**src/sv/rlfe_pkg.sv**
```systemverilog
// ----------------------------------------------------------------------------
// rlfe_pkg
// Shared types and constants for the RGB linear fade engine: default widths,
// operation codes, lane sequencer states and the lane command bundle.
// ----------------------------------------------------------------------------
package rlfe_pkg;

	// default widths
	localparam int LEVEL_BITS_DEF = 8;
	localparam int TIME_BITS_DEF  = 32;

	// number of color lanes (red, green, blue)
	localparam int CHANNELS = 3;

	// operation codes carried by the input beat
	localparam logic OP_SET  = 1'b0;
	localparam logic OP_TICK = 1'b1;

	// per-lane sequencer: multiply, divide, then fold into the level
	typedef enum logic [1:0] {
		LANE_IDLE,
		LANE_MUL,
		LANE_DIV,
		LANE_FIN
	} lane_state_t;

	// command from the top level to every lane
	typedef struct packed {
		logic set;   // new goal offered (RGB set beat)
		logic tick;  // time update
	} lane_cmd_t;

endpackage

```
**src/sv/rgb_linear_fade_engine.sv**
```systemverilog
// ----------------------------------------------------------------------------
// rgb_linear_fade_engine
// Three-lane linear color fader with a shared output register.
// ----------------------------------------------------------------------------
// One item is in work at a time. A set beat, and a tick on which no lane has
// its end time after the tick time or the fade duration is zero, is loaded
// into the output register without lane work. On a tick that lands inside a
// ramp, each lane that is still ramping forms (goal - start) * elapsed with a
// shift-add multiplier, one bit of the level step per cycle, then divides by
// the fade duration with a restoring divider, one quotient bit per cycle;
// the lanes that ramp run in lockstep. The result sits in an output register,
// so a new beat is taken while it waits. The fade duration register may be
// written at any time the block is idle.
// ----------------------------------------------------------------------------
module rgb_linear_fade_engine #(
	parameter int LEVEL_BITS = rlfe_pkg::LEVEL_BITS_DEF,
	parameter int TIME_BITS  = rlfe_pkg::TIME_BITS_DEF
) (
	input  logic                  clk,
	input  logic                  arst_n,
	// configuration write channel
	input  logic                  cfg_valid,
	output logic                  cfg_ready,
	input  logic [TIME_BITS-1:0]  cfg_data,
	// input channel
	input  logic                  in_valid,
	output logic                  in_ready,
	input  logic                  operation,
	input  logic [TIME_BITS-1:0]  now_time,
	input  logic                  color_is_rgb,
	input  logic [LEVEL_BITS-1:0] target_red,
	input  logic [LEVEL_BITS-1:0] target_green,
	input  logic [LEVEL_BITS-1:0] target_blue,
	// output channel
	output logic                  out_valid,
	input  logic                  out_ready,
	output logic [LEVEL_BITS-1:0] red_level,
	output logic [LEVEL_BITS-1:0] green_level,
	output logic [LEVEL_BITS-1:0] blue_level
);

	logic [TIME_BITS-1:0]  fade_q;
	logic                  pend_q;
	logic                  out_valid_q;
	logic [LEVEL_BITS-1:0] red_q, green_q, blue_q;

	logic                  in_fire;
	logic                  load;
	logic                  lanes_busy;
	rlfe_pkg::lane_cmd_t   cmd;
	logic [LEVEL_BITS-1:0] tgt [rlfe_pkg::CHANNELS];
	logic [LEVEL_BITS-1:0] lvl [rlfe_pkg::CHANNELS];
	logic [rlfe_pkg::CHANNELS-1:0] busy;

	assign cfg_ready = 1'b1;
	assign in_ready  = !pend_q;
	assign in_fire   = in_valid && in_ready;

	// decode the beat into a lane command
	always_comb begin
		cmd.set  = in_fire && (operation == rlfe_pkg::OP_SET) && color_is_rgb;
		cmd.tick = in_fire && (operation == rlfe_pkg::OP_TICK);
		tgt[0]   = target_red;
		tgt[1]   = target_green;
		tgt[2]   = target_blue;
	end

	// hold the fade duration
	always_ff @(posedge clk or negedge arst_n) begin
		if (!arst_n) begin
			fade_q <= '0;
		end else if (cfg_valid && cfg_ready) begin
			fade_q <= cfg_data;
		end
	end

	// one lane per color
	for (genvar c = 0; c < rlfe_pkg::CHANNELS; c++) begin : g_lane
		rlfe_lane #(
			.LEVEL_BITS (LEVEL_BITS),
			.TIME_BITS  (TIME_BITS)
		) u_lane (
			.clk      (clk),
			.arst_n   (arst_n),
			.cmd      (cmd),
			.now_time (now_time),
			.duration (fade_q),
			.target   (tgt[c]),
			.level    (lvl[c]),
			.busy     (busy[c])
		);
	end

	// merge: load all three levels once every lane is done and the slot is free
	assign lanes_busy = |busy;
	assign load       = pend_q && !lanes_busy && (!out_valid_q || out_ready);

	always_ff @(posedge clk or negedge arst_n) begin
		if (!arst_n) begin
			pend_q      <= 1'b0;
			out_valid_q <= 1'b0;
		end else begin
			if (in_fire) begin
				pend_q <= 1'b1;
			end else if (load) begin
				pend_q <= 1'b0;
			end
			if (load) begin
				out_valid_q <= 1'b1;
			end else if (out_ready) begin
				out_valid_q <= 1'b0;
			end
		end
	end

	// output beat payload
	always_ff @(posedge clk) begin
		if (load) begin
			red_q   <= lvl[0];
			green_q <= lvl[1];
			blue_q  <= lvl[2];
		end
	end

	assign out_valid   = out_valid_q;
	assign red_level   = red_q;
	assign green_level = green_q;
	assign blue_level  = blue_q;

endmodule

```
**src/sv/rlfe_lane.sv**
```systemverilog
// ----------------------------------------------------------------------------
// rlfe_lane
// One color channel: holds start, goal, present level and end time, applies
// set beats at once and runs the ramp formula on a tick inside a ramp with a
// shift-add multiplier followed by a restoring divider.
// ----------------------------------------------------------------------------
module rlfe_lane #(
	parameter int LEVEL_BITS = rlfe_pkg::LEVEL_BITS_DEF,
	parameter int TIME_BITS  = rlfe_pkg::TIME_BITS_DEF
) (
	input  logic                  clk,
	input  logic                  arst_n,
	input  rlfe_pkg::lane_cmd_t   cmd,
	input  logic [TIME_BITS-1:0]  now_time,
	input  logic [TIME_BITS-1:0]  duration,
	input  logic [LEVEL_BITS-1:0] target,
	output logic [LEVEL_BITS-1:0] level,
	output logic                  busy
);

	localparam int PROD_BITS = LEVEL_BITS + TIME_BITS;
	localparam int SUM_BITS  = PROD_BITS + 2;
	localparam int CNT_BITS  = $clog2(PROD_BITS);

	rlfe_pkg::lane_state_t state_q, state_nx;

	logic [LEVEL_BITS-1:0] start_q, goal_q, level_q;
	logic [TIME_BITS-1:0]  end_q;
	logic [LEVEL_BITS-1:0] dmag_q;
	logic [TIME_BITS-1:0]  emag_q;
	logic                  neg_q;
	logic [PROD_BITS-1:0]  prod_q;
	logic [TIME_BITS:0]    rem_q;
	logic [CNT_BITS-1:0]   cnt_q;

	logic                  finish_now;
	logic [LEVEL_BITS:0]   diff;
	logic [LEVEL_BITS-1:0] diff_mag;
	logic [TIME_BITS-1:0]  left;
	logic [TIME_BITS:0]    elapsed;
	logic [TIME_BITS:0]    elapsed_neg;
	logic [PROD_BITS-1:0]  mul_add, prod_mul;
	logic [TIME_BITS:0]    rem_sh, rem_nx;
	logic                  fits;
	logic                  last_mul, last_div;
	logic [SUM_BITS-1:0]   q_ext, q_signed, lvl_sum;
	logic [LEVEL_BITS-1:0] lvl_clamp;

	// ramp setup: remaining time, elapsed time and level step
	always_comb begin
		finish_now  = (end_q <= now_time) || (duration == '0);
		diff        = {1'b0, goal_q} - {1'b0, start_q};
		diff_mag    = diff[LEVEL_BITS] ? LEVEL_BITS'(-diff) : diff[LEVEL_BITS-1:0];
		left        = end_q - now_time;
		elapsed     = {1'b0, duration} - {1'b0, left};
		elapsed_neg = -elapsed;
	end

	// one multiplier bit and one quotient bit per cycle
	always_comb begin
		mul_add  = dmag_q[LEVEL_BITS-1] ? {{LEVEL_BITS{1'b0}}, emag_q} : '0;
		prod_mul = {prod_q[PROD_BITS-2:0], 1'b0} + mul_add;
		rem_sh   = {rem_q[TIME_BITS-1:0], prod_q[PROD_BITS-1]};
		fits     = rem_sh >= {1'b0, duration};
		rem_nx   = fits ? (rem_sh - {1'b0, duration}) : rem_sh;
		last_mul = cnt_q == CNT_BITS'(LEVEL_BITS - 1);
		last_div = cnt_q == CNT_BITS'(PROD_BITS - 1);
	end

	// apply sign, add to start and saturate
	always_comb begin
		q_ext    = {2'b00, prod_q};
		q_signed = neg_q ? -q_ext : q_ext;
		lvl_sum  = q_signed + {{(SUM_BITS - LEVEL_BITS){1'b0}}, start_q};
		if (lvl_sum[SUM_BITS-1]) begin
			lvl_clamp = '0;
		end else if (lvl_sum[SUM_BITS-2:LEVEL_BITS] != '0) begin
			lvl_clamp = '1;
		end else begin
			lvl_clamp = lvl_sum[LEVEL_BITS-1:0];
		end
	end

	// next state
	always_comb begin
		state_nx = state_q;
		unique case (state_q)
			rlfe_pkg::LANE_IDLE: begin
				if (cmd.tick && !finish_now) begin
					state_nx = rlfe_pkg::LANE_MUL;
				end
			end
			rlfe_pkg::LANE_MUL: begin
				if (last_mul) begin
					state_nx = rlfe_pkg::LANE_DIV;
				end
			end
			rlfe_pkg::LANE_DIV: begin
				if (last_div) begin
					state_nx = rlfe_pkg::LANE_FIN;
				end
			end
			rlfe_pkg::LANE_FIN: begin
				state_nx = rlfe_pkg::LANE_IDLE;
			end
			default: begin
				state_nx = rlfe_pkg::LANE_IDLE;
			end
		endcase
	end

	// hold sequencer state
	always_ff @(posedge clk or negedge arst_n) begin
		if (!arst_n) begin
			state_q <= rlfe_pkg::LANE_IDLE;
		end else begin
			state_q <= state_nx;
		end
	end

	// channel state and datapath
	always_ff @(posedge clk or negedge arst_n) begin
		if (!arst_n) begin
			start_q <= '0;
			goal_q  <= '0;
			level_q <= '0;
			end_q   <= '0;
			dmag_q  <= '0;
			emag_q  <= '0;
			neg_q   <= 1'b0;
			prod_q  <= '0;
			rem_q   <= '0;
			cnt_q   <= '0;
		end else begin
			unique case (state_q)
				rlfe_pkg::LANE_IDLE: begin
					if (cmd.set && (goal_q != target)) begin
						start_q <= level_q;
						goal_q  <= target;
						end_q   <= now_time + duration;
					end
					if (cmd.tick) begin
						if (finish_now) begin
							level_q <= goal_q;
						end else begin
							dmag_q <= diff_mag;
							emag_q <= elapsed[TIME_BITS] ? elapsed_neg[TIME_BITS-1:0]
							                             : elapsed[TIME_BITS-1:0];
							neg_q  <= diff[LEVEL_BITS] ^ elapsed[TIME_BITS];
							prod_q <= '0;
							rem_q  <= '0;
							cnt_q  <= '0;
						end
					end
				end
				rlfe_pkg::LANE_MUL: begin
					prod_q <= prod_mul;
					dmag_q <= {dmag_q[LEVEL_BITS-2:0], 1'b0};
					cnt_q  <= last_mul ? '0 : cnt_q + 1'b1;
				end
				rlfe_pkg::LANE_DIV: begin
					rem_q  <= rem_nx;
					prod_q <= {prod_q[PROD_BITS-2:0], fits};
					cnt_q  <= last_div ? '0 : cnt_q + 1'b1;
				end
				rlfe_pkg::LANE_FIN: begin
					level_q <= lvl_clamp;
				end
				default: begin
					cnt_q <= '0;
				end
			endcase
		end
	end

	assign level = level_q;
	assign busy  = state_q != rlfe_pkg::LANE_IDLE;

endmodule
```
**config.mk**
```make
export PLATFORM = sky130hd
export DESIGN_NAME = rgb_linear_fade_engine
export DESIGN_NICKNAME = d
export VERILOG_FILES = /design/src/sv/rlfe_pkg.sv /design/src/sv/rgb_linear_fade_engine.sv /design/src/sv/rlfe_lane.sv
export SDC_FILE = /design/constraint.sdc
export NUM_CORES = 2
export LEC_CHECK = 0
export BUFFER_PORTS_ARGS = -buffer_cell sky130_fd_sc_hd__buf_2
export CAP_MARGIN = 0
export CORE_AREA = 2 2 309 311
export DETAILED_ROUTE_END_ITERATION = 7
export DIE_AREA = 0 0 311 313
export PLACE_DENSITY_LB_ADDON = 0.12
export SETUP_SLACK_MARGIN = 0.4
export SLEW_MARGIN = 30
export SYNTH_ARGS = -nofsm -noshare
export SYNTH_HDL_FRONTEND = slang
export SYNTH_SLANG_ARGS = --single-unit
export TNS_END_PERCENT = 5
```
**constraint.sdc**
```tcl
create_clock -name clk -period 9.9 [get_ports clk]
set_input_delay 0.99 -clock clk [delete_from_list [all_inputs] [get_ports clk]]
set_output_delay 0.99 -clock clk [all_outputs]
set_load 0.02 [all_outputs]
```
# After elaboration in Yosys (flattened, before gate mapping)
# Cells that the tools add are included.
[word_totals] ff_bits=589 in_bits=95 out_inout_bits=27
[classes] add_sub_neg=31 order_cmp=6 eq_ne=36 mux=88 bitwise_logic=7 reduce_logical=68
[ops] cell="2-to-1 mux 32 bit" n=15
[ops] cell="one-hot mux 40 bit (3 select lines)" n=3
[ops] cell="2-to-1 mux 40 bit" n=6
[ops] cell="one-hot mux 32 bit (2 select lines)" n=3
[ops] cell="subtractor 32 bit" n=6
[ops] cell="2-to-1 mux 8 bit" n=21
[ops] cell="adder 42 x 8 -> 42 bit" n=3
[ops] cell="2-to-1 mux 42 bit" n=3
[ops] cell="negation 40 -> 42 bit" n=3
[ops] cell="adder 40 bit" n=3
[ops] cell=">= comparator 33 x 32 -> 1 bit" n=3
[ops] cell="nonzero test 33 bit" n=3
[ops] cell="subtractor 32 x 32 -> 33 bit" n=3
[ops] cell="<= comparator 32 bit" n=3
[ops] cell="negation 32 bit" n=3
[ops] cell="one-hot mux 8 bit (2 select lines)" n=6
[ops] cell="2-to-1 mux 6 bit" n=12
[ops] cell="one-hot mux 6 bit (3 select lines)" n=3
[ops] cell="AND reduction 3 bit" n=18
[ops] cell="adder 32 bit" n=1
[ops] cell="logical NOT 32 bit" n=1
[ops] cell="nonzero test 2 bit" n=14
[ops] cell="subtractor 8 x 8 -> 9 bit" n=3
[ops] cell="!= test 2 x 1 -> 1 bit (second input constant)" n=13
[ops] cell="20 further kinds" n=84

# Longest topological paths before layout
[logic_depth] word_depth=7 ltp_mapped=30 ltp_nobuf=29

# Hierarchy
# A second synthesis with hierarchy kept.
[unflattened] cells_unflattened=7505 area_unflattened_um2=60480.5
[by_module_without_submodules] mod="rlfe_lane at g_lane[2].u_lane" instances=1 cells_per_inst=2457 area_per_inst_um2=19520.0 seq_area_each_um2=4429.2
[by_module_without_submodules] mod="rlfe_lane at g_lane[0].u_lane" instances=1 cells_per_inst=2496 area_per_inst_um2=19471.2 seq_area_each_um2=4429.2
[by_module_without_submodules] mod="rlfe_lane at g_lane[1].u_lane" instances=1 cells_per_inst=2448 area_per_inst_um2=19457.4 seq_area_each_um2=4429.2
[by_module_without_submodules] mod="rgb_linear_fade_engine" instances=1 cells_per_inst=104 area_per_inst_um2=2031.9 seq_area_each_um2=1571.5

# Least setup slack after synthesis
# Ideal clock, no wire load.
[synth_path] kind="input port to flip-flop" start="input port now_time[1]" end="register g_lane[2].u_lane.emag_q[31]" arrival_time_ns=6.169 slack_ns=3.602 stages=25 n_path_buf=1 cell_sequence="inv_1 -> fa_1 -> a21o_1 -> a21oi_1 -> o21ai_0 -> nand2_1 -> o311ai_0 -> a31oi_1 -> o21ai_0 -> o221a_2 -> nor2_1 -> xor2_1 -> ha_1 -> clkbuf_1 -> a21o_1 -> a21o_1 -> a21o_1 -> or3_1 -> a211o_1 -> nand2_1 -> xnor2_1 -> or3b_1 -> o41ai_1 -> xnor2_1 -> o21ai_1"
[synth_between] elab_chain_cells=4
[synth_rtl] item="start: declaration" line="rgb_linear_fade_engine.sv:29" rtl="input logic [TIME_BITS-1:0] now_time,"
[synth_rtl] item="subtractor 32 bit / <= comparator 32 bit (equally long branches)" line="rlfe_lane.sv:54, rlfe_lane.sv:51"
[synth_rtl] item="subtractor 32 x 32 -> 33 bit / logical OR 1 bit (equally long branches)" line="rlfe_lane.sv:55, rlfe_lane.sv:51"
[synth_rtl] item="negation 32 bit / NOT 1 bit (equally long branches)"
[synth_rtl] item="2-to-1 mux 32 bit / AND reduction 3 bit (equally long branches)"
[synth_rtl] item="end signal: assignment" line="rlfe_lane.sv:147" rtl="emag_q <= elapsed[TIME_BITS] ? elapsed_neg[TIME_BITS-1:0]"
[synth_rtl] item="end: declaration" line="rlfe_lane.sv:30" rtl="logic [TIME_BITS-1:0] emag_q;"
# Parallel ways exist; a longest one is shown, timed or not.
# A chain may end at the register's enable or synchronous reset.

# Worst setup path after layout
[layout_path] start="input port now_time[1]" end="register g_lane[0].u_lane.emag_q[3]"
[layout_between] elab_chain_cells=4
[layout_rtl] item="subtractor 32 bit / <= comparator 32 bit (equally long branches)" line="rlfe_lane.sv:54, rlfe_lane.sv:51"
[layout_rtl] item="subtractor 32 x 32 -> 33 bit / logical OR 1 bit (equally long branches)" line="rlfe_lane.sv:55, rlfe_lane.sv:51"
[layout_rtl] item="negation 32 bit / NOT 1 bit (equally long branches)"
[layout_rtl] item="2-to-1 mux 32 bit / AND reduction 3 bit (equally long branches)"
[layout_rtl] item="end signal: assignment" line="rlfe_lane.sv:147"
[layout_rtl] item="end: declaration" line="rlfe_lane.sv:30"
# Parallel ways exist; a longest one is shown, timed or not.

==> flow_summary.ini <==
[clock_network]
clock_sink_count = 589
cts-resized-gates = 0
cts_setup_buffers = 0
cts.htree.levels = 3
cts_buffer_depth = 3
cts-hold-fix-buffers = 0
cts_tree = built
root_buffer = sky130_fd_sc_hd__clkbuf_16
tritoncts.num_buffers = 74
clock_pin_slew_on_the_worst_setup_and_hold_paths_ns = 0.06
clock_latency_ns = 0.68

[sta]
timing.final.setup_violations = 0
fin_skew_ns = 0.0463
max_freq_ghz = 0.147
timing.max_slew.rel_slack_pct = 32.8
report.final.slew_viol_count = 0
tns_ns = 0
final_hold_violations = 0
unrepaired_setup_endpoints_after_global_routing = no
period_needed_ns = 6.82
post-route-worst-setup-slack_ns = 3.08
tightestPinTransition_ns = 0.998
final.period_utilization_pct = 68.9

[yosys]
synthSimpleGateAreaFrac_pct = 20.3
netlist-cell-type-count = 101
synthesis.area_um2 = 56900
synth_flop_cell = sky130_fd_sc_hd__dfrtp_1
synth_top_family_by_area = compound AO/OA/AOI/OAI gates
synth_top_area_cells = sky130_fd_sc_hd__dfrtp_1 25%, sky130_fd_sc_hd__ha_1 11%, sky130_fd_sc_hd__o21ai_0 5.6%
synthMostInstantiatedCell = sky130_fd_sc_hd__nand2_1
yosys-top-cells-count = 703 x sky130_fd_sc_hd__nand2_1, 637 x sky130_fd_sc_hd__o21ai_0, 565 x sky130_fd_sc_hd__dfrtp_1
synth-seq-area-share_pct = 26.1
synth-seq-cells = 589
synth.area.mux_share_pct = 3.47
synth_fp_nets = 7647
synth_top_area_share_pct = 24.8
synth_compound_area_share_pct = 24.9
avgSynthCellArea_um2 = 8.08
synth_enable_flop_cells = 24
synth_fa_ha_area_share_pct = 11.3
post-synth-top-area-cell = sky130_fd_sc_hd__dfrtp_1
post_syn_instances = 7048
yosys.area_share.xor_xnor_pct = 9.80
async_reset_ff_share_pct = 95.9
yosysWarningCount = 0

[global_routing]
grt_pass1_wl_mm = 277
globalRoute.busiestLayer = met2
antenna_violations_before_repair = 11
grt_remaining_overflow = 0
first_global_vias = 49710
grt_util_all_layers_pct = 35.0
grt.met1_usage_pct = 50.7
pin_count_of_the_biggest_net_entering_global_routing = 145
met2_usage_pct = 53.3
met3_usage_pct = 5.95

[route]
wl_mm = 175
final_antenna_net_count = 0
drt_iter0_markers = 4902
firstDrtPassIters = 5
total_number_of_vias = 53739
vias_per_cell = 6.48
drc = 0
wl_per_cell_um = 21.1

[floorplanning]
dieHeight_um = 313
die-area_um2 = 97300
die_width_um = 311
start_util_pct = 60.5
io-pin-count = 122
placeableCoreArea_um2 = 94200
core.rowCount = 113

[power]
sequential_cell_fraction_of_total_power_pct = 17.2
power.share.switching_pct = 51.9
power.density_nw_per_um2 = 374
total_power_uw = 22800
peakVddDrop_mv = 0.303
total_net_switching_power_uw = 11800
pwr-share-clk_pct = 12.3
p_int_uw = 11000
share_comb_of_total_power_pct = 70.5
power.static_leakage_uw = 0.0277

[finish]
layout-drive-gt1-share_pct = 7.57
layout_overhead_on_the_synthesized_area_pct = 7.18
fin_nets = 7575
n_fill_cell = 8294
final_standard_cell_count_with_taps_included_and_fillers_excluded = 8299

[worst_setup_path]
crit_top_cell = sky130_fd_sc_hd__a21o_1
reg2reg_from = g_lane[2].u_lane.end_q[0]$_DFFE_PN0P_
critical_path.max_fanout = 15
worstSetupPathType = input port to register
critical_path.startpoint_type = input port
timing.critical_path.max_delay_family = compound AO/OA/AOI/OAI gates
crit_buf_inv = 2
endpoint_kind = register
max_stage_delay_ns = 0.52
critical_path_cell_by_cell = buf_2 > inv_1 > ha_1 > nor2b_1 > o21a_1 > o21ai_0 > a311oi_1 > o31ai_1 > o21ai_0 > a211oi_1 > a211o_1 > ha_1 > a21o_1 > a21o_1 > a21o_1 > or3_1 > o22ai_1 > o31ai_1 > a21o_1 > a21oi_1 > o21a_1 > nand2_1 > xnor2_1 > mux2_2
critPathRequiredTime_ns = 10.44
master_of_the_slowest_instance_on_the_critical_path = sky130_fd_sc_hd__o21a_1
arrival_time_at_the_worst_endpoint_ns = 7.36
setup.worst_path.start = now_time[1]

[run_status]
run_status = finished, final reports clean

[place]
hpwl_mm = 133
gp_congestion = 1.00
dpl.cell_count = 8165
dpl_worst_slack_ns = 2.57
buffer_ports.inserted = 120

[run]
cap_violations = 0

[min_path]
worst_hold_path_class = input port to async pin
## power by group through the flow
stage | logic (µW) | registers [µW] | clock network, µW
after floorplan | 12200 | 3570 | 0
after global placement | 15400 | 3920 | 0
after detailed placement | 15700 | 3950 | 0
after CTS | 15800 | 3910 | 2840
after global routing | 17600 | 4010 | 2940
final | 16100 | 3920 | 2820
## through the flow
| step | area (µm²) | utilization (%) | hold slack, ns |
|---|---|---|---|
| 4_1_cts | 61000 | 64.8 | 0.398 |
| 2_1_floorplan | 56900 | - | 0.441 |
| 3_5_place_dp | 58500 | 62.1 | 0.461 |
| 6_report | 61000 | 64.8 | 0.358 |
| 5_1_grt | 61000 | 64.8 | 0.429 |
| 3_3_place_gp | 58400 | 62.1 | 0.454 |
## sequential cells by signal, summed over array words and instances, names as in the netlist
| signal | cells |
|---|---|
| g_lane.u_lane.neg_q | 3 |
| g_lane.u_lane.state_q | 6 |
| pend_q | 1 |
| g_lane.u_lane.dmag_q | 24 |
| red_level | 8 |
| g_lane.u_lane.rem_q | 96 |
| green_level | 8 |
| fade_q | 32 |
| g_lane.u_lane.emag_q | 96 |
| g_lane.u_lane.end_q | 96 |
| g_lane.u_lane.start_q | 24 |
| out_valid | 1 |
| blue_level | 8 |
| g_lane.u_lane.prod_q | 120 |
| g_lane.u_lane.level | 24 |
| g_lane.u_lane.cnt_q | 18 |
| g_lane.u_lane.goal_q | 24 |
## worst paths after layout
kind / to / slack (ns) / depth (start not counted)
max in group asynchronous: g_lane[1].u_lane.rem_q[31]$_DFFE_PN0P_ / 7.72 / 3
worst min-delay path: g_lane[0].u_lane.prod_q[39]$_DFFE_PN0P_ / 0.36 / 1
min in group clk: g_lane[1].u_lane.emag_q[16]$_DFFE_PN0P_ / 0.47 / 2
worst min register to register: g_lane[1].u_lane.emag_q[16]$_DFFE_PN0P_ / 0.47 / 2
worst max-delay path: g_lane[0].u_lane.emag_q[3]$_DFFE_PN0P_ / 3.08 / 24
worst max register to register: g_lane[2].u_lane.emag_q[31]$_DFFE_PN0P_ / 3.16 / 26
## cells in the final DEF, fill, tap and decap left out, drive strengths merged, types with 57 or more instances in the layout
| cell type | n |
|---|---|
| or3 | 81 |
| nor4 | 96 |
| and2 | 133 |
| and3 | 70 |
| clkbuf | 99 |
| mux2i | 69 |
| a22oi | 57 |
| xnor2 | 344 |
| nand2 | 703 |
| o21bai | 75 |
| ha | 485 |
| nand2b | 98 |
| nand3 | 184 |
| nand4 | 96 |
| o21a | 76 |
| xor2 | 292 |
| dfrtp | 565 |
| o31ai | 66 |
| inv | 296 |
| nor2b | 73 |
| a21o | 203 |
| mux2 | 114 |
| a31oi | 98 |
| buf | 177 |
| a21oi | 442 |
| nor2 | 433 |
| o21ai | 644 |
| nor3 | 161 |
## cells by family (layout without fill, tap and decap cells)
| kind of cell | Yosys count | in the layout |
|---|---|---|
| fa+ha+maj | 504 | 504 |
| simple gates | 2318 | 2318 |
| other cells | 1 | 4 |
| flops | 589 | 589 |
| xor+xnor | 636 | 636 |
| compound gates | 2198 | 2198 |
| buf+inv | 619 | 602 |
| mux | 183 | 183 |
## worst register-to-register path, cell delays in order, from the launching register on
cell and delay, ns:
sky130_fd_sc_hd__dfrtp_1 0.35, sky130_fd_sc_hd__inv_1 0.10, sky130_fd_sc_hd__ha_1 0.16, sky130_fd_sc_hd__inv_1 0.05, sky130_fd_sc_hd__fa_1 0.40, sky130_fd_sc_hd__a21o_1 0.18
sky130_fd_sc_hd__a21oi_1 0.30, sky130_fd_sc_hd__o21ai_0 0.19, sky130_fd_sc_hd__nand2_1 0.17, sky130_fd_sc_hd__o311ai_0 0.20, sky130_fd_sc_hd__a31oi_1 0.60, sky130_fd_sc_hd__o21ai_0 0.34
sky130_fd_sc_hd__o221a_2 0.33, sky130_fd_sc_hd__nor2_1 0.19, sky130_fd_sc_hd__xor2_1 0.18, sky130_fd_sc_hd__ha_1 0.34, sky130_fd_sc_hd__a21o_1 0.22, sky130_fd_sc_hd__a21o_1 0.19
sky130_fd_sc_hd__a21o_1 0.20, sky130_fd_sc_hd__or3_1 0.31, sky130_fd_sc_hd__a211o_1 0.26, sky130_fd_sc_hd__nand2_1 0.10, sky130_fd_sc_hd__xnor2_1 0.11, sky130_fd_sc_hd__or3b_1 0.45
sky130_fd_sc_hd__o41ai_1 0.42, sky130_fd_sc_hd__xnor2_1 0.17, sky130_fd_sc_hd__o21ai_1 0.07
## per-layer routing
layer | routed length [µm] | vias to the layer above | part of all wire [%]
li1 | - | 25713 | -
met1 | 80200 | 25729 | 46
met2 | 75500 | 1982 | 43
met3 | 13900 | 303 | 7.9
met4 | 5390 | 12 | 3.1
met5 | 85 | - | 0.049
## area by class of cell
type,count,area [µm²],share of cell area (%)
multi-input cells,5840,39900,65.4
flip-flops and latches,589,14900,24.4
clock buffers,99,2090,3.42
well taps,1265,1580,2.59
inverters,294,1100,1.81
repair buffers,177,1080,1.77
clock inverters,32,388,0.636
diodes,3,7.51,0.0123
Power figures use the tool's default switching activity.
